$ cat src/rtl/bspv_pkg.sv
// ----------------------------------------------------------------------------
// bspv_pkg
// Shared types, constants and the soc/ocv curve for the plausibility voter.
// ----------------------------------------------------------------------------
package bspv_pkg;

  localparam int TABLE_MAX        = 32;
  localparam int CURVE_POINTS_DEF = 16;
  localparam int IDX_W            = $clog2(TABLE_MAX);

  localparam int VOLT_W = 23;
  localparam int CUR_W  = 24;
  localparam int SOC_W  = 11;
  localparam int SOCC_W = 10;
  localparam int CODE_W = 13;
  localparam int MV_W   = 13;
  localparam int VOTE_W = 4;

  localparam int RES_W   = 10;
  localparam int TOL_W   = 20;
  localparam int LIMIT_W = 23;
  localparam int CFG_DATA_W = 23;
  localparam int CFG_IDX_W  = 2;

  localparam int DIV_W     = 24;
  localparam int DSR_W     = 10;
  localparam int DIV_CNT_W = $clog2(DIV_W);

  localparam logic [CFG_IDX_W-1:0] CFG_IDX_RES   = 2'd0;
  localparam logic [CFG_IDX_W-1:0] CFG_IDX_TOL   = 2'd1;
  localparam logic [CFG_IDX_W-1:0] CFG_IDX_VOTES = 2'd2;
  localparam logic [CFG_IDX_W-1:0] CFG_IDX_LIMIT = 2'd3;

  localparam logic [RES_W-1:0]   RES_RESET   = 10'd200;
  localparam logic [TOL_W-1:0]   TOL_RESET   = 20'd120000;
  localparam logic [VOTE_W-1:0]  VOTES_RESET = 4'd5;
  localparam logic [LIMIT_W-1:0] LIMIT_RESET = 23'd200000;

  localparam logic [VOLT_W-1:0] OCV_MIN_UV      = 23'd3000000;
  localparam logic [VOLT_W-1:0] OCV_MAX_UV      = 23'd4300000;
  localparam logic [DSR_W-1:0]  OCV_LSB_UV      = 10'd550;
  localparam logic [DSR_W-1:0]  UA_PER_MA       = 10'd1000;
  localparam logic [DSR_W-1:0]  UV_PER_MV       = 10'd1000;
  localparam logic [SOC_W-1:0]  SOC_FULL_TENTHS = 11'd1000;
  localparam logic [SOC_W-1:0]  TENTHS_PER_BP   = 11'd5;

  // reciprocals for the divides by 1000 and by 550, exact over the field ranges
  localparam logic [24:0] MA_RECIP  = 25'd17179870;
  localparam int          MA_SHIFT  = 34;
  localparam logic [23:0] LSB_RECIP = 24'd15618063;
  localparam int          LSB_SHIFT = 33;

  localparam logic [1:0] REASON_NONE        = 2'd0;
  localparam logic [1:0] REASON_UNSEEDED    = 2'd1;
  localparam logic [1:0] REASON_IMPLAUSIBLE = 2'd2;

  localparam logic [MV_W-1:0] CURVE_MV [TABLE_MAX] = '{
    13'd3300, 13'd3450, 13'd3568, 13'd3640, 13'd3680, 13'd3700, 13'd3730, 13'd3750,
    13'd3790, 13'd3820, 13'd3870, 13'd3900, 13'd3940, 13'd4020, 13'd4100, 13'd4200,
    13'd4200, 13'd4200, 13'd4200, 13'd4200, 13'd4200, 13'd4200, 13'd4200, 13'd4200,
    13'd4200, 13'd4200, 13'd4200, 13'd4200, 13'd4200, 13'd4200, 13'd4200, 13'd4200
  };

  localparam logic [7:0] CURVE_HALF_PCT [TABLE_MAX] = '{
    8'h00, 8'h06, 8'h0c, 8'h14, 8'h1e, 8'h28, 8'h32, 8'h3c,
    8'h50, 8'h64, 8'h78, 8'h82, 8'h8c, 8'ha0, 8'hb4, 8'hc8,
    8'hc8, 8'hc8, 8'hc8, 8'hc8, 8'hc8, 8'hc8, 8'hc8, 8'hc8,
    8'hc8, 8'hc8, 8'hc8, 8'hc8, 8'hc8, 8'hc8, 8'hc8, 8'hc8
  };

  function automatic logic [SOC_W-1:0] soc_bp(input logic [IDX_W-1:0] idx);
    soc_bp = SOC_W'(CURVE_HALF_PCT[idx]) * TENTHS_PER_BP;
  endfunction

  typedef enum logic [3:0] {
    ST_IDLE,
    ST_CHECK,
    ST_CUR_DIV,
    ST_IR,
    ST_OCV,
    ST_INTERP,
    ST_INTERP_WAIT,
    ST_EXP,
    ST_CMP,
    ST_DONE
  } state_t;

  typedef enum logic [1:0] {
    KIND_UNSEED,
    KIND_NOREAD,
    KIND_UNSTEADY,
    KIND_STEADY
  } kind_t;

  typedef struct packed {
    logic [RES_W-1:0]   res_mohm;
    logic [TOL_W-1:0]   tol_uv;
    logic [VOTE_W-1:0]  votes_needed;
    logic [LIMIT_W-1:0] limit_ua;
  } cfg_t;

  typedef struct packed {
    logic             start;
    logic [DIV_W-1:0] dividend;
    logic [DSR_W-1:0] divisor;
  } div_req_t;

  typedef struct packed {
    logic             done;
    logic [DIV_W-1:0] quotient;
  } div_rsp_t;

  typedef struct packed {
    logic              seed_request;
    logic [1:0]        seed_reason;
    logic [CODE_W-1:0] ocv_code;
    logic [VOLT_W-1:0] corrected_ocv_uv;
    logic [VOLT_W-1:0] expected_ocv_uv;
    logic              implausible;
    logic              steady;
    logic [VOTE_W-1:0] votes;
  } res_t;

endpackage

$ cat src/rtl/bspv_div.sv
// ----------------------------------------------------------------------------
// bspv_div
// Serial restoring divider, one quotient bit per cycle.
// ----------------------------------------------------------------------------
module bspv_div (
  input  logic              clk,
  input  logic              rst_n,
  input  bspv_pkg::div_req_t req,
  output bspv_pkg::div_rsp_t rsp
);
  import bspv_pkg::*;

  logic                 busy_r;
  logic                 done_r;
  logic [DIV_CNT_W-1:0] cnt_r;
  logic [DIV_W-1:0]     dvd_r;
  logic [DSR_W-1:0]     rem_r;
  logic [DSR_W-1:0]     dsr_r;

  logic [DSR_W:0]   sh;
  logic [DSR_W:0]   diff;
  logic             fits;
  logic [DSR_W-1:0] rem_nxt;
  logic [DIV_W-1:0] dvd_nxt;

  always_comb begin
    sh      = {rem_r, dvd_r[DIV_W-1]};
    diff    = sh - {1'b0, dsr_r};
    fits    = sh >= {1'b0, dsr_r};
    rem_nxt = fits ? diff[DSR_W-1:0] : sh[DSR_W-1:0];
    dvd_nxt = {dvd_r[DIV_W-2:0], fits};
  end

  always_ff @(posedge clk) begin
    if (!rst_n) begin
      busy_r <= 1'b0;
      done_r <= 1'b0;
      cnt_r  <= '0;
    end else begin
      done_r <= 1'b0;
      if (req.start) begin
        busy_r <= 1'b1;
        cnt_r  <= '0;
      end else if (busy_r) begin
        cnt_r <= cnt_r + 1'b1;
        if (cnt_r == DIV_CNT_W'(DIV_W - 1)) begin
          busy_r <= 1'b0;
          done_r <= 1'b1;
        end
      end
    end
  end

  always_ff @(posedge clk) begin
    if (req.start) begin
      dvd_r <= req.dividend;
      dsr_r <= req.divisor;
      rem_r <= '0;
    end else if (busy_r) begin
      dvd_r <= dvd_nxt;
      rem_r <= rem_nxt;
    end
  end

  assign rsp.done     = done_r;
  assign rsp.quotient = dvd_r;

endmodule

$ cat src/rtl/bspv_core.sv
// ----------------------------------------------------------------------------
// bspv_core
// Sequencer and datapath: steady check, ir correction, curve lookup, voting.
// ----------------------------------------------------------------------------
module bspv_core #(
  parameter int CurvePoints = bspv_pkg::CURVE_POINTS_DEF
) (
  input  logic                               clk,
  input  logic                               rst_n,
  input  logic                               in_valid,
  output logic                               in_stall,
  input  logic                               in_op,
  input  logic [bspv_pkg::VOLT_W-1:0]        in_voltage_uv,
  input  logic signed [bspv_pkg::CUR_W-1:0]  in_current_ua,
  input  logic [bspv_pkg::SOC_W-1:0]         in_soc_tenths,
  input  bspv_pkg::cfg_t                     cfg,
  output logic                               res_valid,
  input  logic                               res_ready,
  output bspv_pkg::res_t                     res
);
  import bspv_pkg::*;

  localparam logic [IDX_W-1:0] LastIdx = IDX_W'(CurvePoints - 1);

  state_t state_r, state_nxt;
  kind_t  kind_r;

  logic                    op_r;
  logic [VOLT_W-1:0]       volt_r;
  logic signed [CUR_W-1:0] cur_r;
  logic [SOCC_W-1:0]       soc_r;
  logic [IDX_W-1:0]        seg_r;
  logic                    seg_found_r;
  logic [13:0]             q_r;
  logic [CUR_W-1:0]        ir_mag_r;
  logic [VOLT_W-1:0]       ocv_r;
  logic [CUR_W-1:0]        slack_r;
  logic [MV_W-1:0]         exp_mv_r;
  logic [VOLT_W-1:0]       exp_r;
  logic                    impl_r;
  logic [CODE_W-1:0]       code_r;

  logic signed [CUR_W-1:0] prev_r, prev_nxt;
  logic [VOTE_W-1:0]       vc_r, vc_nxt;
  logic                    ns_r, ns_nxt;

  div_req_t div_req;
  div_rsp_t div_rsp;

  logic signed [CUR_W:0]   cur_diff;
  logic [CUR_W:0]          cur_diff_mag;
  logic                    unsteady;
  logic [CUR_W-1:0]        cur_mag;
  logic [47:0]             ma_prod;
  logic [45:0]             code_prod;
  logic [IDX_W-1:0]        seg_c;
  logic                    found_c;
  logic [IDX_W-1:0]        seg_lo;
  logic [SOC_W-1:0]        bp_lo;
  logic [SOC_W-1:0]        bp_hi;
  logic                    use_div;
  logic [MV_W-1:0]         mv_flat;
  logic [DIV_W-1:0]        interp_num;
  logic [SOC_W-1:0]        interp_den;
  logic signed [25:0]      ocv_raw;
  logic [VOLT_W-1:0]       ocv_clamp;
  logic signed [VOLT_W:0]  cmp_diff;
  logic [VOLT_W-1:0]       cmp_mag;
  logic [VOTE_W-1:0]       vc_inc;

  bspv_div u_div (
    .clk   (clk),
    .rst_n (rst_n),
    .req   (div_req),
    .rsp   (div_rsp)
  );

  // steady check and current magnitude
  always_comb begin
    cur_diff     = {cur_r[CUR_W-1], cur_r} - {prev_r[CUR_W-1], prev_r};
    cur_diff_mag = cur_diff[CUR_W] ? 25'(-cur_diff) : 25'(cur_diff);
    unsteady     = cur_diff_mag >= {2'b00, cfg.limit_ua};
    cur_mag      = cur_r[CUR_W-1] ? CUR_W'(-cur_r) : CUR_W'(cur_r);
  end

  // divide by 1000 and by 550 through reciprocal multiplication
  always_comb begin
    ma_prod   = 48'(cur_mag) * 48'(MA_RECIP);
    code_prod = 46'(ocv_r) * 46'(LSB_RECIP);
  end

  // curve segment search
  always_comb begin
    seg_c   = '0;
    found_c = 1'b0;
    for (int i = 1; i < TABLE_MAX; i++) begin
      if (!found_c && i < CurvePoints && {1'b0, soc_r} <= soc_bp(IDX_W'(i))) begin
        found_c = 1'b1;
        seg_c   = IDX_W'(i);
      end
    end
  end

  always_comb begin
    seg_lo     = seg_r - 1'b1;
    bp_lo      = soc_bp(seg_lo);
    bp_hi      = soc_bp(seg_r);
    use_div    = seg_found_r && (bp_hi > bp_lo);
    mv_flat    = seg_found_r ? CURVE_MV[seg_r] : CURVE_MV[LastIdx];
    interp_num = DIV_W'(CURVE_MV[seg_r] - CURVE_MV[seg_lo]) *
                 DIV_W'({1'b0, soc_r} - bp_lo);
    interp_den = bp_hi - bp_lo;
  end

  // ir correction and clamp, and the magnitude of the ocv difference
  always_comb begin
    if (cur_r[CUR_W-1]) begin
      ocv_raw = 26'(volt_r) + 26'(ir_mag_r);
    end else begin
      ocv_raw = 26'(volt_r) - 26'(ir_mag_r);
    end
    if (ocv_raw < $signed(26'(OCV_MIN_UV))) begin
      ocv_clamp = OCV_MIN_UV;
    end else if (ocv_raw > $signed(26'(OCV_MAX_UV))) begin
      ocv_clamp = OCV_MAX_UV;
    end else begin
      ocv_clamp = ocv_raw[VOLT_W-1:0];
    end
    cmp_diff = {1'b0, ocv_r} - {1'b0, exp_r};
    cmp_mag  = cmp_diff[VOLT_W] ? VOLT_W'(-cmp_diff) : cmp_diff[VOLT_W-1:0];
  end

  // divider requests
  always_comb begin
    div_req = '0;
    case (state_r)
      ST_INTERP: begin
        div_req.start    = use_div;
        div_req.dividend = interp_num;
        div_req.divisor  = interp_den[DSR_W-1:0];
      end
      default: begin
        div_req = '0;
      end
    endcase
  end

  always_ff @(posedge clk) begin
    if (!rst_n) begin
      state_r <= ST_IDLE;
    end else begin
      state_r <= state_nxt;
    end
  end

  // sequencer and result forming
  always_comb begin
    state_nxt = state_r;
    res_valid = 1'b0;
    res       = '0;
    res.votes = vc_r;
    prev_nxt  = prev_r;
    vc_nxt    = vc_r;
    ns_nxt    = ns_r;
    vc_inc    = vc_r + 1'b1;
    case (state_r)
      ST_IDLE: begin
        if (in_valid) begin
          state_nxt = ST_CHECK;
        end
      end
      ST_CHECK: begin
        if (op_r || volt_r == '0 || unsteady) begin
          state_nxt = ST_DONE;
        end else begin
          state_nxt = ST_CUR_DIV;
        end
      end
      ST_CUR_DIV: begin
        state_nxt = ST_IR;
      end
      ST_IR: begin
        state_nxt = ST_OCV;
      end
      ST_OCV: begin
        state_nxt = ST_INTERP;
      end
      ST_INTERP: begin
        state_nxt = use_div ? ST_INTERP_WAIT : ST_EXP;
      end
      ST_INTERP_WAIT: begin
        if (div_rsp.done) begin
          state_nxt = ST_EXP;
        end
      end
      ST_EXP: begin
        state_nxt = ST_CMP;
      end
      ST_CMP: begin
        state_nxt = ST_DONE;
      end
      ST_DONE: begin
        res_valid = 1'b1;
        case (kind_r)
          KIND_UNSEED: begin
            ns_nxt = 1'b1;
          end
          KIND_NOREAD: begin
            ns_nxt = ns_r;
          end
          KIND_UNSTEADY: begin
            prev_nxt  = cur_r;
            vc_nxt    = '0;
            res.votes = '0;
          end
          KIND_STEADY: begin
            prev_nxt             = cur_r;
            res.ocv_code         = code_r;
            res.corrected_ocv_uv = ocv_r;
            res.expected_ocv_uv  = exp_r;
            res.implausible      = impl_r;
            res.steady           = 1'b1;
            if (!ns_r && !impl_r) begin
              vc_nxt = '0;
            end else if (vc_inc >= cfg.votes_needed) begin
              vc_nxt           = '0;
              ns_nxt           = 1'b0;
              res.seed_request = 1'b1;
              res.seed_reason  = ns_r ? REASON_UNSEEDED : REASON_IMPLAUSIBLE;
            end else begin
              vc_nxt = vc_inc;
            end
            res.votes = vc_nxt;
          end
          default: begin
            ns_nxt = ns_r;
          end
        endcase
        if (res_ready) begin
          state_nxt = ST_IDLE;
        end
      end
      default: begin
        state_nxt = ST_IDLE;
      end
    endcase
  end

  assign in_stall = state_r != ST_IDLE;

  always_ff @(posedge clk) begin
    if (!rst_n) begin
      prev_r <= '0;
      vc_r   <= '0;
      ns_r   <= 1'b0;
    end else if (state_r == ST_DONE && res_ready) begin
      prev_r <= prev_nxt;
      vc_r   <= vc_nxt;
      ns_r   <= ns_nxt;
    end
  end

  // datapath registers
  always_ff @(posedge clk) begin
    case (state_r)
      ST_IDLE: begin
        if (in_valid) begin
          op_r   <= in_op;
          volt_r <= in_voltage_uv;
          cur_r  <= in_current_ua;
          soc_r  <= (in_soc_tenths > SOC_FULL_TENTHS) ? SOC_FULL_TENTHS[SOCC_W-1:0]
                                                      : in_soc_tenths[SOCC_W-1:0];
        end
      end
      ST_CHECK: begin
        seg_r       <= seg_c;
        seg_found_r <= found_c;
        if (op_r) begin
          kind_r <= KIND_UNSEED;
        end else if (volt_r == '0) begin
          kind_r <= KIND_NOREAD;
        end else if (unsteady) begin
          kind_r <= KIND_UNSTEADY;
        end else begin
          kind_r <= KIND_STEADY;
        end
      end
      ST_CUR_DIV: begin
        q_r <= ma_prod[47:MA_SHIFT];
      end
      ST_IR: begin
        ir_mag_r <= CUR_W'(q_r) * CUR_W'(cfg.res_mohm);
      end
      ST_OCV: begin
        ocv_r   <= ocv_clamp;
        slack_r <= CUR_W'(cfg.tol_uv) + CUR_W'(ir_mag_r >> 1);
      end
      ST_INTERP: begin
        if (!use_div) begin
          exp_mv_r <= mv_flat;
        end
      end
      ST_INTERP_WAIT: begin
        if (div_rsp.done) begin
          exp_mv_r <= CURVE_MV[seg_lo] + div_rsp.quotient[MV_W-1:0];
        end
      end
      ST_EXP: begin
        exp_r <= VOLT_W'(exp_mv_r) * VOLT_W'(UV_PER_MV);
      end
      ST_CMP: begin
        impl_r <= {1'b0, cmp_mag} > slack_r;
        code_r <= code_prod[45:LSB_SHIFT];
      end
      default: begin
        op_r <= op_r;
      end
    endcase
  end

endmodule

$ cat src/rtl/battery_soc_plausibility_voter.sv
// ----------------------------------------------------------------------------
// battery_soc_plausibility_voter
// Votes on the plausibility of a gauge soc against the ir-corrected ocv.
// ----------------------------------------------------------------------------
// one request at a time; a steady sample passes the check, current divide, ir, ocv,
// interpolation, expected and compare states, and the curve interpolation waits for
// one 24-step pass of the serial divider when a segment is found with distinct breakpoints
// unseed, no-reading and unsteady requests go from the check state straight to the result
// a result held by a stalled output register holds off the next request
// synchronous active-low reset clears config to defaults, state and vote counter
module battery_soc_plausibility_voter #(
  parameter int CurvePoints = bspv_pkg::CURVE_POINTS_DEF
) (
  input  logic                                 clk,
  input  logic                                 rst_n,
  input  logic                                 in_valid,
  output logic                                 in_stall,
  input  logic                                 in_op,
  input  logic [bspv_pkg::VOLT_W-1:0]          in_voltage_uv,
  input  logic signed [bspv_pkg::CUR_W-1:0]    in_current_ua,
  input  logic [bspv_pkg::SOC_W-1:0]           in_soc_tenths,
  output logic                                 out_valid,
  input  logic                                 out_stall,
  output logic                                 out_seed_request,
  output logic [1:0]                           out_seed_reason,
  output logic [bspv_pkg::CODE_W-1:0]          out_ocv_code,
  output logic [bspv_pkg::VOLT_W-1:0]          out_corrected_ocv_uv,
  output logic [bspv_pkg::VOLT_W-1:0]          out_expected_ocv_uv,
  output logic                                 out_implausible,
  output logic                                 out_steady,
  output logic [bspv_pkg::VOTE_W-1:0]          out_votes,
  input  logic                                 cfg_valid,
  output logic                                 cfg_ready,
  input  logic [bspv_pkg::CFG_IDX_W-1:0]       cfg_index,
  input  logic [bspv_pkg::CFG_DATA_W-1:0]      cfg_data
);
  import bspv_pkg::*;

  cfg_t cfg_r;
  res_t res;
  res_t out_r;
  logic out_valid_r;
  logic res_valid;
  logic res_ready;

  assign cfg_ready = 1'b1;

  always_ff @(posedge clk) begin
    if (!rst_n) begin
      cfg_r.res_mohm     <= RES_RESET;
      cfg_r.tol_uv       <= TOL_RESET;
      cfg_r.votes_needed <= VOTES_RESET;
      cfg_r.limit_ua     <= LIMIT_RESET;
    end else if (cfg_valid && cfg_ready) begin
      case (cfg_index)
        CFG_IDX_RES:   cfg_r.res_mohm     <= cfg_data[RES_W-1:0];
        CFG_IDX_TOL:   cfg_r.tol_uv       <= cfg_data[TOL_W-1:0];
        CFG_IDX_VOTES: cfg_r.votes_needed <= cfg_data[VOTE_W-1:0];
        CFG_IDX_LIMIT: cfg_r.limit_ua     <= cfg_data[LIMIT_W-1:0];
        default:       cfg_r              <= cfg_r;
      endcase
    end
  end

  bspv_core #(
    .CurvePoints (CurvePoints)
  ) u_core (
    .clk           (clk),
    .rst_n         (rst_n),
    .in_valid      (in_valid),
    .in_stall      (in_stall),
    .in_op         (in_op),
    .in_voltage_uv (in_voltage_uv),
    .in_current_ua (in_current_ua),
    .in_soc_tenths (in_soc_tenths),
    .cfg           (cfg_r),
    .res_valid     (res_valid),
    .res_ready     (res_ready),
    .res           (res)
  );

  // output register
  assign res_ready = !out_valid_r || !out_stall;

  always_ff @(posedge clk) begin
    if (!rst_n) begin
      out_valid_r <= 1'b0;
    end else if (res_ready) begin
      out_valid_r <= res_valid;
    end
  end

  always_ff @(posedge clk) begin
    if (res_ready && res_valid) begin
      out_r <= res;
    end
  end

  assign out_valid            = out_valid_r;
  assign out_seed_request     = out_r.seed_request;
  assign out_seed_reason      = out_r.seed_reason;
  assign out_ocv_code         = out_r.ocv_code;
  assign out_corrected_ocv_uv = out_r.corrected_ocv_uv;
  assign out_expected_ocv_uv  = out_r.expected_ocv_uv;
  assign out_implausible      = out_r.implausible;
  assign out_steady           = out_r.steady;
  assign out_votes            = out_r.votes;

endmodule

$ cat config.mk
export PLATFORM = sky130hd
export DESIGN_NAME = battery_soc_plausibility_voter
export DESIGN_NICKNAME = d
export VERILOG_FILES = /design/src/rtl/bspv_pkg.sv /design/src/rtl/bspv_div.sv /design/src/rtl/bspv_core.sv /design/src/rtl/battery_soc_plausibility_voter.sv
export SDC_FILE = /design/constraint.sdc
export NUM_CORES = 2
export LEC_CHECK = 0
export BUFFER_PORTS_ARGS = -buffer_cell sky130_fd_sc_hd__buf_4
export CAP_MARGIN = 20
export CORE_MARGIN = 2
export CORE_UTILIZATION = 70
export DETAILED_ROUTE_END_ITERATION = 6
export PLACE_DENSITY_LB_ADDON = 0.12
export SLEW_MARGIN = 20
export SYNTH_ARGS = -nofsm -noshare
export SYNTH_HDL_FRONTEND = slang
export SYNTH_SLANG_ARGS = --single-unit
$ cat constraint.sdc
create_clock -name clk -period 24.3 [get_ports clk]
set_input_delay 4.86 -clock clk [delete_from_list [all_inputs] [get_ports clk]]
set_output_delay 4.86 -clock clk [all_outputs]
set_load 0.05 [all_outputs]
==> summary.md <==
| Metric | Value |
|---|---|
| Core area | 0.0807 mm² |
| Critical path class | flip-flop to flip-flop |
| Mean routed wirelength per cell | 18.7 µm |
| Skew final | 0.0374 ns |
| Cell taking the most area after synthesis | fa_1 |
| Pins Over Slew Limit | 0 |
| Warnings from Yosys | 0 |
| Num CTS Buffers | 47 |
| Worst R2R Start | u_core.seg_r[2]$_SDFFCE_PP1P_ |
| Die Wd | 290 µm |
| Ys flop type | edfxtp_1 |
| FMAX | 81.5 MHz |
| Average size of a mapped cell | 9.44 µm² |
| Boundary Pins | 160 |
| First-pass GRT wire length | 219000 µm |
| Clock transition at path regs | 0.06 ns |
| Vias in the first global route | 43.1k |
| Tcrit/Tclk final | 50.5% |
| GP Congestion | 0.967 |
| H-tree levels | 2 |
| Clk_lat worst skew | 0.63 ns |
| CTS tree | yes |
| Slowest-stage cell, CP | edfxtp_1 |
| Finished Layout Cells | 7252 |
| Final design utilization | 75.6% |
| Port buffer count | 155 |
| Commonest cells post-synth | inv_1, ha_1, fa_1 |
| Area grow syn2layout | 6.75% |
| Post-DRT Antenna Nets | 0 |
| GR Util All Layers | 33.0% |
| Setup crit end kind | flip-flop |
| Share of the synthesized area in the top cell type | 23.0% |
| Post-synth EDFFs | 295 |
| Die Area | 0.0839 mm² |
| Nets | 7842 |
| Sequential share of the synthesized area | 19.3% |
| Post-synth ARST share | 0% |
| Antenna Cells | 0 |
| Crit path required time | 24.61 ns |
| HP Class | flip-flop to flip-flop |
| Post-Synthesis Cell Area | 0.0571 mm² |
| Max-Cap Viols | 0 |
| CP max stage delay | 0.76 ns |
| Worst path top cell family by delay | adder cells |
| Via density | 5.89 |
| Initial Utilization | 70.8% |
| Critical path startpoint category | flip-flop |
| Share of layout cells above drive strength 1 | 5.51% |
| Synth top area cells | fa_1, ha_1, edfxtp_1 |
| Placed Cells incl. Taps | 7166 |
| Worst-case clock buffer depth | 3 |
| Yosys cell types | 89 |
| DPL Wire Length | 113000 µm |
| Post-CTS setup buffers | 0 |
| Clk sinks | 403 |
| FP Rows | 104 |
| Seq cells post-synth | 403 |
| Worst Setup Slack, final | 12.03 ns |
| Final setup violation count | 0 |
| Status | finished, final reports clean |
| Reg2reg end | u_core.u_div.dvd_r[23]$_DFFE_PP_ |
| Hold Crit Depth | 2 |
| Final hold vios | 0 |
| Setup TNS | 0 ns |
| Post-CTS resize count | 0 |
| TritonRoute pass-1 iters | 6 |
| Die Y | 290 µm |
| Arrival time worst endpoint | 12.57 ns |
| Largest net degree at the start of global routing | 95 |
| DR iter-0 viols | 3005 |
| CTS root buffer | clkbuf_16 |
| R2R setup slack | 12.03 ns |
| RSZ-0062 raised after global routing | no |
| Total routed wirelength | 136000 µm |
| Initial antenna violation count | 0 |
| Worst reg-to-reg path cell count | 45 |
| Hold Crit Start | u_core.prev_r[22]$_SDFFE_PN0P_ |
| Gr ovfl total | 0 |
| Buf+Inv Stages, Crit Path | 10 |
| Gate count of the mapped netlist | 6050 |
| Vias | 42.7k |
| Remaining DRCs | 0 |
| CTS Hold Bufs | 0 |
| Worst slack, placed | 12.18 ns |
| CP max FO | 22 |
| Count leader, synth | inv_1 |
| WHS Endpoint | u_core.prev_r[22]$_SDFFE_PN0P_ |
| Post-layout min period | 12.27 ns |
| Slew @ Worst Pin | 1.06 ns |
| Relative slew slack | 28.7% |
## worst max path at each step
stage | cells past startpoint | endpoint | from
floorplan | 48 | u_core.u_div.dvd_r[23]$_DFFE_PP_ | u_core.seg_r[0]$_SDFFCE_PP1P_
finish | 45 | u_core.u_div.dvd_r[23]$_DFFE_PP_ | u_core.seg_r[2]$_SDFFCE_PP1P_
global placement | 45 | u_core.u_div.dvd_r[23]$_DFFE_PP_ | u_core.seg_r[0]$_SDFFCE_PP1P_
detailed placement | 45 | u_core.u_div.dvd_r[23]$_DFFE_PP_ | u_core.seg_r[2]$_SDFFCE_PP1P_
global route | 45 | u_core.u_div.dvd_r[23]$_DFFE_PP_ | u_core.seg_r[2]$_SDFFCE_PP1P_
CTS | 45 | u_core.u_div.dvd_r[23]$_DFFE_PP_ | u_core.seg_r[2]$_SDFFCE_PP1P_
## stage by stage
step                      hold slack (ns)  cell area (µm²)
after floorplan                     0.443            57100
after global routing                0.481            61000
final                               0.462            61000
after global placement              0.452            59400
after detailed placement            0.459            59400
after CTS                           0.466            60900
## sequential cells by signal, summed over array words and instances (netlist names), 14 cells and up
signal,flops
u_core.ocv_r,23
u_core.u_div.dvd_r,24
u_core.exp_r,20
u_core.ir_mag_r,24
u_core.slack_r,24
cfg_r,57
u_core.prev_r,24
out_expected_ocv_uv,20
u_core.volt_r,23
u_core.cur_r,24
u_core.q_r,14
out_corrected_ocv_uv,23
## logic make-up after synthesis
kind of cell	Yosys count	share of synthesized area, %
buf+inv	1350	8.91
xor+xnor	292	4.50
compound gates	948	11.1
mux	33	0.600
fa+ha+maj	1598	43.6
simple gates	1424	12.0
other cells	2	0.0131
flops	403	19.3
## final cells by class
type | instances | area [µm²]
clock inverter | 31 | 299
sequential | 403 | 11000
inverter | 1207 | 4530
clock buffer | 55 | 1230
tap | 1060 | 1330
timing repair buffer | 197 | 1480
fill | 5806 | 19700
multi-input combinational | 4299 | 41100
## layout by cell type (no fill, tap or decap), drive strengths merged, types with 30 or more instances in the layout
| master | count |
|---|---|
| o21a | 46 |
| nand2b | 61 |
| nand2 | 504 |
| a21o | 81 |
| xnor2 | 190 |
| a21oi | 219 |
| and2 | 102 |
| or2 | 30 |
| fa | 657 |
| nand3 | 81 |
| edfxtp | 295 |
| or3 | 35 |
| nor3 | 90 |
| nor2 | 281 |
| ha | 941 |
| and3 | 90 |
| dfxtp | 108 |
| o31ai | 32 |
| a21boi | 78 |
| xor2 | 101 |
| nor2b | 54 |
| a211oi | 53 |
| o21ai | 198 |
| inv | 1211 |
| buf | 197 |
| clkbuf | 55 |
## worst reg2reg max path, delay by kind of cell, from the launching register on
family | cells | cell delay, ns
simple gates | 8 | 1.44
xor+xnor | 3 | 0.94
compound gates | 11 | 2.71
fa+ha+maj | 13 | 4.93
flops | 1 | 0.76
buf+inv | 10 | 1.17
## routing by layer
metal | vias to the layer above | share of wire (%) | track usage (%)
li1 | 20200 | - | -
met4 | 0 | 5.3 | 15.1
met5 | - | 0 | 0
met2 | 1382 | 49 | 55.9
met3 | 374 | 5.6 | 3.44
met1 | 20700 | 41 | 42.8
Power is not shown: default switching activity piles up to over one toggle a cycle in this logic, so the estimate is an artifact.
